--- src/rtl/ansu_pkg.sv ---
`timescale 1ns / 1ps
// ----------------------------------------------------------------------------
// ansu_pkg
// Types and constants shared by the Annex-B unit splitter modules.
// ----------------------------------------------------------------------------
package ansu_pkg;

  localparam int BYTE_W     = 8;
  localparam int LEN_OUT_W  = 24;
  localparam int WIN_DEPTH  = 4;
  localparam int WIN_IDX_W  = $clog2(WIN_DEPTH);
  localparam int FILL_W     = $clog2(WIN_DEPTH + 1);
  localparam int VIEW_BYTES = WIN_DEPTH + 1;
  localparam int AVAIL_W    = $clog2(VIEW_BYTES + 1);
  localparam int CMDQ_DEPTH = 4;
  localparam int CMDQ_PTR_W = $clog2(CMDQ_DEPTH);
  localparam int CMDQ_CNT_W = $clog2(CMDQ_DEPTH + 1);
  localparam int OQ_DEPTH   = 2;
  localparam int OQ_PTR_W   = $clog2(OQ_DEPTH);
  localparam int OQ_CNT_W   = $clog2(OQ_DEPTH + 1);

  localparam logic [BYTE_W-1:0] SC_ZERO = 8'h00;
  localparam logic [BYTE_W-1:0] SC_ONE  = 8'h01;

  // bytes of a start code still to pass after its first byte
  localparam logic [1:0] SKIP_LONG_CODE  = 2'd3;
  localparam logic [1:0] SKIP_SHORT_CODE = 2'd2;

  typedef logic [BYTE_W-1:0] byte_t;

  typedef struct packed {
    logic                           is_end;
    logic [FILL_W-1:0]              fill;
    logic [VIEW_BYTES-1:0][BYTE_W-1:0] bytes;
  } cmd_t;

  typedef struct packed {
    logic [BYTE_W-1:0]    out_byte;
    logic                 byte_valid;
    logic                 unit_first;
    logic                 unit_last;
    logic [LEN_OUT_W-1:0] unit_length;
    logic                 stream_end;
    logic                 run_last;
  } result_t;

endpackage

--- src/rtl/annexb_nal_unit_splitter.sv ---
`timescale 1ns / 1ps
// ----------------------------------------------------------------------------
// annexb_nal_unit_splitter
// Splits an Annex-B byte stream into start-code delimited units.
// ----------------------------------------------------------------------------
// Bytes are taken one per cycle while the command queue has room; each byte
// is decided once four later bytes arrive, so a byte beat gives at most one
// result and the block sustains one byte per cycle while results are popped.
// The decide back end handles one window position per cycle unless the
// output queue is full. An end beat flushes the held bytes one by one,
// ending with the end-of-stream result. A command queue of four entries and
// an output queue of two entries decouple input, decide unit and result side.
// Unit length counts in LENGTH_BITS bits, saturating, reported in 24 bits.
module annexb_nal_unit_splitter #(
  parameter int LENGTH_BITS = 24
) (
  input  logic                              clk,
  input  logic                              rst_n,
  input  logic                              push,
  output logic                              full,
  input  logic [ansu_pkg::BYTE_W-1:0]       in_byte_value,
  input  logic                              in_is_end,
  output logic                              empty,
  input  logic                              pop,
  output logic [ansu_pkg::BYTE_W-1:0]       out_out_byte,
  output logic                              out_byte_valid,
  output logic                              out_unit_first,
  output logic                              out_unit_last,
  output logic [ansu_pkg::LEN_OUT_W-1:0]    out_unit_length,
  output logic                              out_stream_end,
  output logic                              out_run_last
);
  import ansu_pkg::*;

  cmd_t    cmd_wr, cmd_rd;
  logic    cmd_push, cmd_pop, cmd_empty, cmd_full;
  result_t res_head;

  ansu_front u_front (
    .clk           (clk),
    .rst_n         (rst_n),
    .push          (push),
    .full          (full),
    .in_byte_value (in_byte_value),
    .in_is_end     (in_is_end),
    .q_full        (cmd_full),
    .cmd_push      (cmd_push),
    .cmd_data      (cmd_wr)
  );

  ansu_cmd_queue u_cmdq (
    .clk     (clk),
    .rst_n   (rst_n),
    .wr_en   (cmd_push),
    .wr_data (cmd_wr),
    .rd_en   (cmd_pop),
    .rd_data (cmd_rd),
    .empty   (cmd_empty),
    .full    (cmd_full)
  );

  ansu_back #(
    .LENGTH_BITS (LENGTH_BITS)
  ) u_back (
    .clk       (clk),
    .rst_n     (rst_n),
    .cmd       (cmd_rd),
    .cmd_empty (cmd_empty),
    .cmd_pop   (cmd_pop),
    .res_head  (res_head),
    .empty     (empty),
    .pop       (pop)
  );

  assign out_out_byte    = res_head.out_byte;
  assign out_byte_valid  = res_head.byte_valid;
  assign out_unit_first  = res_head.unit_first;
  assign out_unit_last   = res_head.unit_last;
  assign out_unit_length = res_head.unit_length;
  assign out_stream_end  = res_head.stream_end;
  assign out_run_last    = res_head.run_last;

endmodule

--- src/rtl/ansu_front.sv ---
`timescale 1ns / 1ps
// ----------------------------------------------------------------------------
// ansu_front
// Lookahead window: takes input beats, fills the four-byte window and issues
// one decide command per byte once full, or a flush command at end of stream.
// ----------------------------------------------------------------------------
module ansu_front (
  input  logic                 clk,
  input  logic                 rst_n,
  input  logic                 push,
  output logic                 full,
  input  ansu_pkg::byte_t      in_byte_value,
  input  logic                 in_is_end,
  input  logic                 q_full,
  output logic                 cmd_push,
  output ansu_pkg::cmd_t       cmd_data
);
  import ansu_pkg::*;

  logic [WIN_DEPTH-1:0][BYTE_W-1:0] window_r, window_nxt;
  logic [FILL_W-1:0]                fill_r, fill_nxt;
  logic                             accept;

  assign full   = q_full;
  assign accept = push & ~q_full;

  always_comb begin
    cmd_push   = 1'b0;
    cmd_data   = '0;
    window_nxt = window_r;
    fill_nxt   = fill_r;
    if (accept) begin
      if (in_is_end) begin
        cmd_push        = 1'b1;
        cmd_data.is_end = 1'b1;
        cmd_data.fill   = fill_r;
        for (int i = 0; i < WIN_DEPTH; i++) begin
          cmd_data.bytes[i] = window_r[i];
        end
        window_nxt = '0;
        fill_nxt   = '0;
      end else if (fill_r < FILL_W'(WIN_DEPTH)) begin
        window_nxt[fill_r[WIN_IDX_W-1:0]] = in_byte_value;
        fill_nxt = fill_r + 1'b1;
      end else begin
        cmd_push = 1'b1;
        for (int i = 0; i < WIN_DEPTH; i++) begin
          cmd_data.bytes[i] = window_r[i];
        end
        cmd_data.bytes[WIN_DEPTH] = in_byte_value;
        for (int i = 0; i < WIN_DEPTH - 1; i++) begin
          window_nxt[i] = window_r[i+1];
        end
        window_nxt[WIN_DEPTH-1] = in_byte_value;
      end
    end
  end

  always_ff @(posedge clk) begin
    if (!rst_n) begin
      window_r <= '0;
      fill_r   <= '0;
    end else begin
      window_r <= window_nxt;
      fill_r   <= fill_nxt;
    end
  end

endmodule

--- src/rtl/ansu_cmd_queue.sv ---
`timescale 1ns / 1ps
// ----------------------------------------------------------------------------
// ansu_cmd_queue
// Short command queue between the window front and the decide back end.
// ----------------------------------------------------------------------------
module ansu_cmd_queue (
  input  logic           clk,
  input  logic           rst_n,
  input  logic           wr_en,
  input  ansu_pkg::cmd_t wr_data,
  input  logic           rd_en,
  output ansu_pkg::cmd_t rd_data,
  output logic           empty,
  output logic           full
);
  import ansu_pkg::*;

  cmd_t                  entry_r [CMDQ_DEPTH];
  logic [CMDQ_PTR_W-1:0] wr_ptr_r, rd_ptr_r;
  logic [CMDQ_CNT_W-1:0] cnt_r;
  logic                  do_wr, do_rd;

  assign empty   = (cnt_r == '0);
  assign full    = (cnt_r == CMDQ_CNT_W'(CMDQ_DEPTH));
  assign do_wr   = wr_en & ~full;
  assign do_rd   = rd_en & ~empty;
  assign rd_data = entry_r[rd_ptr_r];

  always_ff @(posedge clk) begin
    if (do_wr) begin
      entry_r[wr_ptr_r] <= wr_data;
    end
  end

  always_ff @(posedge clk) begin
    if (!rst_n) begin
      wr_ptr_r <= '0;
      rd_ptr_r <= '0;
      cnt_r    <= '0;
    end else begin
      if (do_wr) begin
        wr_ptr_r <= wr_ptr_r + 1'b1;
      end
      if (do_rd) begin
        rd_ptr_r <= rd_ptr_r + 1'b1;
      end
      unique case ({do_wr, do_rd})
        2'b10:   cnt_r <= cnt_r + 1'b1;
        2'b01:   cnt_r <= cnt_r - 1'b1;
        default: cnt_r <= cnt_r;
      endcase
    end
  end

endmodule

--- src/rtl/ansu_back.sv ---
`timescale 1ns / 1ps
// ----------------------------------------------------------------------------
// ansu_back
// Decide unit: tracks unit state, marks first and last bytes, counts unit
// length and walks the held bytes on a flush; results go to a two-beat queue.
// ----------------------------------------------------------------------------
module ansu_back #(
  parameter int LENGTH_BITS = 24
) (
  input  logic              clk,
  input  logic              rst_n,
  input  ansu_pkg::cmd_t    cmd,
  input  logic              cmd_empty,
  output logic              cmd_pop,
  output ansu_pkg::result_t res_head,
  output logic              empty,
  input  logic              pop
);
  import ansu_pkg::*;

  localparam logic [LENGTH_BITS-1:0] LEN_MAX = {LENGTH_BITS{1'b1}};

  logic                   inside_r, inside_nxt;
  logic [1:0]             skip_r, skip_nxt;
  logic [LENGTH_BITS-1:0] len_r, len_nxt, len_base;
  logic [FILL_W-1:0]      pos_r, pos_nxt;

  result_t                oq_r [OQ_DEPTH];
  logic [OQ_PTR_W-1:0]    oq_wr_r, oq_rd_r;
  logic [OQ_CNT_W-1:0]    oq_cnt_r;
  logic                   oq_full, oq_push, oq_pop;

  logic                   step, flush_done, has_res, code4, code3, last;
  logic [AVAIL_W-1:0]     n, avail;
  logic [FILL_W-1:0]      p;
  logic [VIEW_BYTES-1:0][BYTE_W-1:0] w;
  result_t                res;

  assign oq_full    = (oq_cnt_r == OQ_CNT_W'(OQ_DEPTH));
  assign step       = ~cmd_empty & ~oq_full;
  assign flush_done = cmd.is_end & (pos_r == cmd.fill);
  assign p          = cmd.is_end ? pos_r : '0;
  assign n          = cmd.is_end ? AVAIL_W'(cmd.fill) : AVAIL_W'(VIEW_BYTES);
  assign avail      = n - AVAIL_W'(p);
  assign w          = cmd.bytes >> {p, 3'b000};

  assign code4 = (avail >= AVAIL_W'(4)) && (w[0] == SC_ZERO) && (w[1] == SC_ZERO)
                 && (w[2] == SC_ZERO) && (w[3] == SC_ONE);
  assign code3 = (avail >= AVAIL_W'(3)) && (w[0] == SC_ZERO) && (w[1] == SC_ZERO)
                 && (w[2] == SC_ONE);

  always_comb begin
    inside_nxt = inside_r;
    skip_nxt   = skip_r;
    len_nxt    = len_r;
    len_base   = len_r;
    pos_nxt    = pos_r;
    has_res    = 1'b0;
    last       = 1'b0;
    res        = '0;
    if (flush_done) begin
      has_res        = 1'b1;
      res.stream_end = 1'b1;
      res.run_last   = 1'b1;
      inside_nxt     = 1'b0;
      skip_nxt       = '0;
      len_nxt        = '0;
      pos_nxt        = '0;
    end else begin
      if (cmd.is_end) begin
        pos_nxt = pos_r + 1'b1;
      end
      if (!inside_r) begin
        if (code4 || code3) begin
          has_res        = 1'b1;
          inside_nxt     = 1'b1;
          skip_nxt       = code4 ? SKIP_LONG_CODE : SKIP_SHORT_CODE;
          len_base       = '0;
          res.unit_first = 1'b1;
        end
      end else begin
        has_res = 1'b1;
        if (skip_r != '0) begin
          skip_nxt = skip_r - 1'b1;
        end
      end
      if (has_res) begin
        len_nxt = (len_base != LEN_MAX) ? len_base + 1'b1 : len_base;
        if (avail == AVAIL_W'(1)) begin
          last = 1'b1;
        end else if (skip_nxt == '0) begin
          last = (avail >= AVAIL_W'(4)) && (w[1] == SC_ZERO) && (w[2] == SC_ZERO)
                 && ((w[3] == SC_ONE) || ((avail >= AVAIL_W'(5)) && (w[3] == SC_ZERO)
                 && (w[4] == SC_ONE)));
        end
        if (last) begin
          inside_nxt      = 1'b0;
          skip_nxt        = '0;
          res.unit_length = LEN_OUT_W'(len_nxt);
        end
        res.out_byte   = w[0];
        res.byte_valid = 1'b1;
        res.unit_last  = last;
        res.run_last   = ~cmd.is_end;
      end
    end
  end

  assign cmd_pop  = step & (~cmd.is_end | flush_done);
  assign oq_push  = step & has_res;
  assign oq_pop   = pop & ~empty;
  assign empty    = (oq_cnt_r == '0);
  assign res_head = oq_r[oq_rd_r];

  always_ff @(posedge clk) begin
    if (!rst_n) begin
      inside_r <= 1'b0;
      skip_r   <= '0;
      len_r    <= '0;
      pos_r    <= '0;
    end else if (step) begin
      inside_r <= inside_nxt;
      skip_r   <= skip_nxt;
      len_r    <= len_nxt;
      pos_r    <= pos_nxt;
    end
  end

  always_ff @(posedge clk) begin
    if (oq_push) begin
      oq_r[oq_wr_r] <= res;
    end
  end

  always_ff @(posedge clk) begin
    if (!rst_n) begin
      oq_wr_r  <= '0;
      oq_rd_r  <= '0;
      oq_cnt_r <= '0;
    end else begin
      if (oq_push) begin
        oq_wr_r <= oq_wr_r + 1'b1;
      end
      if (oq_pop) begin
        oq_rd_r <= oq_rd_r + 1'b1;
      end
      unique case ({oq_push, oq_pop})
        2'b10:   oq_cnt_r <= oq_cnt_r + 1'b1;
        2'b01:   oq_cnt_r <= oq_cnt_r - 1'b1;
        default: oq_cnt_r <= oq_cnt_r;
      endcase
    end
  end

endmodule

--- config.mk ---
export PLATFORM = sky130hd
export DESIGN_NAME = annexb_nal_unit_splitter
export DESIGN_NICKNAME = d
export VERILOG_FILES = /design/src/rtl/ansu_pkg.sv /design/src/rtl/annexb_nal_unit_splitter.sv /design/src/rtl/ansu_front.sv /design/src/rtl/ansu_cmd_queue.sv /design/src/rtl/ansu_back.sv
export SDC_FILE = /design/constraint.sdc
export NUM_CORES = 1
export LEC_CHECK = 0
export ABC_AREA = 1
export ABC_CLOCK_PERIOD_IN_PS = 4500
export BUFFER_PORTS_ARGS = -buffer_cell sky130_fd_sc_hd__buf_2
export CAP_MARGIN = 20
export CORE_ASPECT_RATIO = 2
export CORE_MARGIN = 4
export CORE_UTILIZATION = 35
export CTS_BUF_LIST = sky130_fd_sc_hd__clkbuf_2 sky130_fd_sc_hd__clkbuf_4 sky130_fd_sc_hd__clkbuf_8
export CTS_CLUSTER_SIZE = 8
export DETAILED_ROUTE_END_ITERATION = 12
export SLEW_MARGIN = 20
export SYNTH_ARGS = -nofsm -noshare
export SYNTH_HDL_FRONTEND = slang
export SYNTH_SLANG_ARGS = --single-unit
--- constraint.sdc ---
create_clock -name clk -period 4.5 [get_ports clk]
set_input_delay 0 -clock clk [delete_from_list [all_inputs] [get_ports clk]]
set_output_delay 0 -clock clk [all_outputs]
set_load 0.02 [all_outputs]
==> impl_metrics.py, run 1 <==
metrics = {
    "status": {
        "outcome": "finished, final reports clean",
    },
    "routing": {
        "drtPass1Iterations": 6,
        "antenna_left": 0,
        "viasPerCell": 4.89,
        "totalWireLength_um": 38800,
        "drcViolationCount": 0,
        "num_vias": 11184,
        "avgRoutedWirePerCell_um": 17.0,
        "drt_iter0_markers": 525,
    },
    "global_route": {
        "antenna_found_initial": 1,
        "grt_pass1_vias": 11046,
        "grt_max_degree": 67,
        "grt_use_total_pct": 16.1,
        "overflow": 0,
        "grt_pass1_wl_um": 59400,
    },
    "worst_setup_path": {
        "path_common_cell": "nand2_1",
        "max_stage_delay_ns": 0.48,
        "path_max_fanout": 26,
        "critPathKind": "flop to flop",
        "crit_path_start_kind": "flop",
        "endpoint_kind": "flop",
        "cp_data_required_time_ns": 4.81,
        "crit_slowest_cell": "dfxtp_2",
        "worstPathArrival_ns": 4.43,
    },
    "clocking": {
        "clockBufferDepth": 3,
        "clock-sinks": 329,
        "cts_max_level": 2,
        "cts_buffers": 49,
        "post-cts-setup-buffer-count": 0,
        "clk_pin_slew_ns": 0.06,
        "root_buffer": "clkbuf_8",
        "tritoncts": "yes",
        "clk_latency_ns": 0.61,
    },
    "pwr": {
        "switchingPower_mw": 2.60,
        "finalPower_mw": 8.02,
        "vdd_drop_max_uv": 194,
        "p_per_area_nw_per_um2": 463,
        "pwr-share-clk_pct": 30.7,
        "p_leak_nw": 6.62,
        "sw_frac_of_total_pct": 32.4,
        "p_int_mw": 5.42,
        "share_comb_of_total_power_pct": 24.8,
        "power.share.sequential_pct": 44.6,
    },
    "logic_synthesis": {
        "synth_top_family_by_area": "simple AND/OR/NAND/NOR gates",
        "ys_seq_area_share_pct": 59.6,
        "synth_edf_count": 250,
        "netlist-cell-type-count": 46,
        "syn_area_per_cell_sq_um": 9.40,
        "synth_adder_area_share_pct": 1.33,
        "syn-num-nets": 1650,
        "async_reset_ff_share_pct": 0,
        "synth_ff_type": "edfxtp_1",
        "synth_xor_area_share_pct": 1.14,
        "synth_area_sq_um": 15200,
        "synth_compound_area_share_pct": 7.08,
        "synthCells": 1622,
        "ys.warnings.count": 0,
        "synthSimpleGateAreaFrac_pct": 22.0,
        "muxShareOfSynthArea_pct": 2.73,
        "synth-seq-cells": 329,
    },
    "timing": {
        "finalHoldViolCount": 0,
        "finalCriticalPeriod_ns": 4.12,
        "fin_skew_ns": 0.0402,
        "holdWs_ns": 0.371,
        "worst_pin_slew_ns": 0.954,
        "fin_crit_sh_pct": 91.5,
        "slew_headroom_pct": 36.0,
        "maxSlewViolCount": 0,
        "setup_viol": 0,
        "fmax_mhz": 243,
        "rsz0062_at_grt": "false",
    },
    "flow_run": {
        "drv_cap": 0,
    },
    "floorplan": {
        "chipWidth_um": 156,
        "io_pins": 52,
        "start_util_pct": 35.6,
        "die_area_sq_um": 47200,
        "num_rows": 107,
        "core_area_sq_um": 42800,
        "fp.dieH_um": 303,
    },
    "finish": {
        "fin_nets": 1727,
        "area_growth_pct": 13.5,
        "layout-drive-gt1-share_pct": 14.7,
        "final_util_pct": 40.4,
        "fin_area_sq_um": 17300,
    },
    "place": {
        "placed_area_sq_um": 16100,
        "place_congestion": 0.887,
        "hpwlAfterDp_um": 26700,
        "io_buffers": 51,
    },
    "min_path": {
        "hold_start": "in_byte_value[6]",
        "hold_path.class": "input port to flop",
    },
}
==> stage by stage <==
stage	cells	TNS, ns	setup WS, ns
after floorplan	1622	-8.36	-0.113
after global placement	2174	0	0.434
after detailed placement	2174	0	0.388
after CTS	2281	0	0.364
after global routing	2285	0	0.0192
final	2285	0	0.382
==> worst max-delay path: cells and delay by family (launching register included) <==
family / cells / cell delay [ns]
compound gates: 2 / 0.29
fa+ha+maj: 3 / 0.79
buf+inv: 6 / 0.68
flops: 1 / 0.48
simple gates: 16 / 1.57
==> kinds of logic (layout without fill, tap and decap cells) <==
logic type,Yosys count,in the layout
multiplexers,37,37
flip-flops,329,329
buffers and inverters,218,335
XOR/XNOR,19,19
AND/OR/NAND/NOR,805,805
other,0,1
AO/OA/AOI/OAI,199,199
adder cells (fa/ha/maj),15,15
==> cell usage in the layout (no fill, tap or decap), types with 8 or more instances in the layout <==
cell type and instances:
nand2_1 464, edfxtp_1 250, nor2_1 156, nand3_1 140, inv_1 132, a21oi_1 102
dfxtp_1 76, clkbuf_8 51, buf_2 51, o21ai_0 48, mux2_2 37, clkbuf_4 33
buf_4 29, o22ai_1 24, dlygate4sd3_1 16, nor3_1 13, ha_1 13, xor2_1 12
a211oi_1 10, inv_2 8
==> timing repair <==
item / in CTS / in global routing
endpoints found under the hold margin: 74 / 0
gates resized for setup: 0 / 2
hold buffers: 16 / 0
setup endpoints to repair: 0 / 4
==> power groups by stage <==
stage | Clock, mW | Combinational, mW | Sequential (mW)
after global routing | 2.66 | 2.22 | 3.59
after CTS | 2.54 | 2.01 | 3.58
after floorplan | 0 | 1.45 | 3.59
after global placement | 0 | 1.97 | 3.63
after detailed placement | 0 | 1.99 | 3.64
final | 2.46 | 1.99 | 3.57
==> layout make-up <==
| class | instances | area (sq um) |
|---|---|---|
| inverter | 143 | 542 |
| clock buffer | 84 | 950 |
| clock inverter | 7 | 52.6 |
| sequential | 329 | 9090 |
| tap | 545 | 682 |
| multi-input combinational | 1075 | 5270 |
| fill | 4313 | 25500 |
| timing repair buffer | 101 | 716 |
| antenna | 1 | 2.50 |
==> worst paths after layout <==
check / slack [ns] / to / depth (start not counted)
max: 0.38 / u_back.oq_r[1][2] / 27
min: 0.37 / u_cmdq.entry_r[1][38] / 4
min reg2reg: 0.46 / u_front.window_r[4] / 2
max reg2reg: 0.38 / u_back.oq_r[1][2] / 27
==> state kept, by name (all words and copies together), names as in the netlist, named ones only <==
register and count:
u_cmdq.wr_ptr_r 2, u_back.inside_r 1, u_back.oq_r 74, u_front.window_r 32, u_back.skip_r 2, u_back.len_r 24
u_front.fill_r 3, u_back.oq_wr_r 1, u_cmdq.cnt_r 3, u_cmdq.entry_r 176, u_cmdq.rd_ptr_r 2, u_back.oq_rd_r 1
u_back.pos_r 3, u_back.oq_cnt_r 2
==> Yosys cell counts, types with 6 or more instances <==
master,number,area share [%]
a211oi_1,10,0.49
a21oi_1,102,3.3
buf_1,11,0.27
buf_2,27,0.89
buf_6,10,0.74
clkbuf_1,25,0.62
dfxtp_1,79,10
edfxtp_1,250,49
ha_1,13,1.1
inv_1,133,3.3
inv_2,8,0.20
mux2_2,37,2.7
nand2_1,464,11
nand3_1,140,4.6
nand3_2,6,0.39
nor2_1,162,4.0
nor3_1,13,0.43
o21ai_0,49,1.6
o21ai_1,6,0.20
o22ai_1,24,0.98
xnor2_1,6,0.34
xor2_1,12,0.69
==> layer usage <==
| layer | part of all wire [%] | global-route usage (%) | vias up |
|---|---|---|---|
| li1 | - | - | 5562 |
| met3 | 3.6 | 2.04 | 88 |
| met5 | 0 | 0 | - |
| met4 | 4.6 | 7.64 | 0 |
| met2 | 56 | 32.0 | 253 |
| met1 | 36 | 16.1 | 5281 |
Power figures use the tool's default switching activity.
==> run 2: changes to the inputs <==
--- a/config.mk
+++ b/config.mk
@@ -5,8 +5,6 @@
 export SDC_FILE = /design/constraint.sdc
 export NUM_CORES = 1
 export LEC_CHECK = 0
-export ABC_AREA = 1
-export ABC_CLOCK_PERIOD_IN_PS = 4500
 export BUFFER_PORTS_ARGS = -buffer_cell sky130_fd_sc_hd__buf_2
 export CAP_MARGIN = 20
 export CORE_ASPECT_RATIO = 2
==> constraint.sdc (replaced) <==
create_clock -name clk -period 4.5 [get_ports clk]
set_input_delay 0 -clock clk [delete_from_list [all_inputs] [get_ports clk]]
set_output_delay 0 -clock clk [all_outputs]
set_load 0.1 [all_outputs]
==> run 2 against run 1 <==
First-iteration DRC count grew 2.7%; maximum frequency decreased by 7.5%; register-to-register slack got worse by 0.34 ns; routed wire length decreased by 3.9%; non-clock buffer count up 33; sequential cell count unchanged; combinational power grew 6%; design area grew 0.90%; critical path depth fell by 9; core utilization increased by 1.4 points; largest cell class unchanged; largest power group unchanged.
==> impl_metrics.py, run 2 <==
metrics = {
    "floorplan": {
        "chipWidth_um": 153,
        "start_util_pct": 35.4,
        "io_pins": 52,
        "fp.dieH_um": 299,
        "num_rows": 106,
        "core_area_sq_um": 41800,
        "die_area_sq_um": 45900,
    },
    "timing": {
        "slew_headroom_pct": 36.0,
        "fin_crit_sh_pct": 99.0,
        "rsz0062_at_grt": "true",
        "maxSlewViolCount": 0,
        "worst_pin_slew_ns": 0.957,
        "finalHoldViolCount": 0,
        "setup_viol": 0,
        "fin_skew_ns": 0.0370,
        "layout_setup_ws_ns": 0.0464,
        "fmax_mhz": 225,
        "finalCriticalPeriod_ns": 4.45,
    },
    "routing": {
        "avgRoutedWirePerCell_um": 20.1,
        "antenna_left": 0,
        "drcViolationCount": 0,
        "drt_iter0_markers": 539,
        "drtPass1Iterations": 8,
        "viasPerCell": 5.30,
        "totalWireLength_um": 37300,
        "num_vias": 9814,
    },
    "global_route": {
        "grt_pass1_wl_um": 57700,
        "grt_use_total_pct": 16.0,
        "overflow": 0,
        "grt_max_degree": 39,
        "antenna_found_initial": 1,
        "grt-busiest-layer": "met2",
        "grt_use_met3_pct": 2.09,
        "use_met2_pct": 32.6,
        "use_met1_pct": 15.0,
        "grt_pass1_vias": 10305,
    },
    "worst_setup_path": {
        "crit_slowest_cell": "or4_4",
        "path_buf_inv": 2,
        "max_stage_delay_ns": 0.58,
        "cp_top_family": "simple AND/OR/NAND/NOR gates",
        "critPathKind": "flop to flop",
        "cp_data_required_time_ns": 5.00,
        "crit_path_start_kind": "flop",
        "path_cells": "buf_6, mux4_2, or4_4, or2_1, a221oi_2, o31ai_2, nor3_4, nand2_2, and2_4, ha_4, nand3_4, nor4_2, or3_1, a21oi_2, buf_12, nand3_1, or3_1, o21ai_0",
        "worstPathArrival_ns": 4.96,
        "path_common_cell": "or3_1",
        "path_max_fanout": 11,
        "endpoint_kind": "flop",
    },
    "place": {
        "hpwlAfterDp_um": 27200,
        "dp_slack_ns": -0.00312,
        "place_congestion": 0.970,
        "io_buffers": 51,
    },
    "logic_synthesis": {
        "synthMostInstantiatedCell": "edfxtp_1",
        "netlist.area_leader.share_pct": 50.7,
        "ys_seq_area_share_pct": 61.4,
        "synthCells": 1147,
        "synth-seq-cells": 329,
        "syn-num-nets": 1175,
        "synth_common_cells": "250 x edfxtp_1, 106 x nor2_1, 79 x dfxtp_1",
        "syn_area_per_cell_sq_um": 12.9,
        "async_reset_ff_share_pct": 0,
        "synth_ff_type": "edfxtp_1",
        "synthTopCellsByArea": "edfxtp_1 51%, dfxtp_1 11%, mux4_2 6.5%, mux2_2 3.1%, nor2_1 2.7%",
        "netlist-cell-type-count": 72,
        "ys.warnings.count": 0,
        "synth_top_area_cell": "edfxtp_1",
        "synth_edf_count": 250,
        "synth_area_sq_um": 14800,
    },
    "clocking": {
        "cts_max_level": 2,
        "clk_latency_ns": 0.60,
        "tritoncts": "yes",
        "clock-sinks": 329,
        "cts_buffers": 49,
        "clk_pin_slew_ns": 0.06,
        "clockBufferDepth": 3,
        "root_buffer": "clkbuf_8",
    },
    "pwr": {
        "p_per_area_nw_per_um2": 464,
        "vdd_drop_max_uv": 232,
        "p_leak_nw": 5.70,
    },
    "finish": {
        "fin_nets": 1299,
        "layout-drive-gt1-share_pct": 26.7,
        "reg_top3": "u_cmdq.entry_r (176), u_back.oq_r (74), u_front.window_r (32)",
        "final_util_pct": 41.8,
        "layout_common_cells": "250 x edfxtp_1, 103 x nor2_1, 76 x dfxtp_1",
        "area_growth_pct": 17.9,
        "top_register": "u_cmdq.entry_r",
        "final_common_cell": "edfxtp_1",
        "largest_reg_flops": 176,
        "fill_cells": 3905,
    },
    "flow_run": {
        "drv_cap": 0,
    },
    "status": {
        "outcome": "finished, final reports clean",
    },
    "min_path": {
        "hold_path.class": "input port to flop",
    },
}
## run 2: cell count changes after synthesis, moves of 43 or more
cell / before / now
and2_1: 0 / 51
nand3_1: 140 / 37
mux4_2: 0 / 43
nand2_1: 464 / 62
nor2_1: 162 / 106
inv_1: 133 / 34
## run 2: final cells by class
type	instances	area, sq um	area share [%]
Antenna cell	1	2.50	0.0143
Clock buffer	85	963	5.52
Clock inverter	6	56.3	0.322
Inverter	36	135	0.774
Multi-Input combinational cell	721	5510	31.5
Sequential cell	329	9090	52.1
Tap cell	540	676	3.87
Timing Repair Buffer	134	1030	5.88
## run 2: path summary, 6_finish.rpt
check                                    startpoint                  end  slack [ns]  cells past startpoint
worst max-delay path                           flop     u_back.len_r[15]        0.05                     18
worst min-delay path                           push    u_front.fill_r[2]        0.03                      5
worst max register to register                 flop     u_back.len_r[15]        0.05                     18
worst min register to register  u_front.window_r[3]  u_front.window_r[3]        0.48                      2
## run 2: power by group
| part | switching, mW | internal (mW) | total (mW) |
|---|---|---|---|
| clock network | 1.14 | 1.35 | 2.49 |
| registers | 0.102 | 3.39 | 3.50 |
| logic | 1.40 | 0.714 | 2.11 |
## run 2: tightest hold or removal path: stages
cell and delay, ns:
buf_2 0.10, nor2b_1 0.11, buf_4 0.17, nand2_1 0.09, a211oi_1 0.09
## run 2: cells by family after synthesis
family,share of synthesized area [%]
and+or+nand+nor,13.2
DFF,61.4
AOI/OAI and AO/OA,8.44
buffers and inverters,2.84
muxes,10.7
xor gates and xnor gates,2.01
adders and majority gates,1.37
## run 2: routing by layer
layer  share of wire (%)  vias to the layer above  wire length (um)
li1                    -                     4547                 -
met1                  33                     4851             12200
met2                  58                      293             21800
met3                 3.5                      123              1300
met4                 5.5                        0              2050
met5                   0                        -                 0
## run 2: per-stage QoR
stage | total power [mW] | TNS [ns] | instances | area [sq um] | hold WS, ns
after floorplan | 5.08 | -2.04 | 1147 | 15000 | 0.158
after global placement | 5.60 | 0 | 1739 | 16100 | 0.309
after detailed placement | 5.62 | -0.00624 | 1739 | 16100 | 0.322
after CTS | 8.13 | 0 | 1848 | 17300 | 0.00120
after global routing | 8.45 | -1.25 | 1852 | 17500 | 0.0426
final | 8.10 | 0 | 1852 | 17500 | 0.0350
## run 2: repair_timing
action,in CTS,in global routing
endpoints found under the hold margin,66,0
hold buffers,18,0
resized for setup,2,20
buffers inserted,0,3
pin swaps,0,4
setup endpoints to repair,4,44
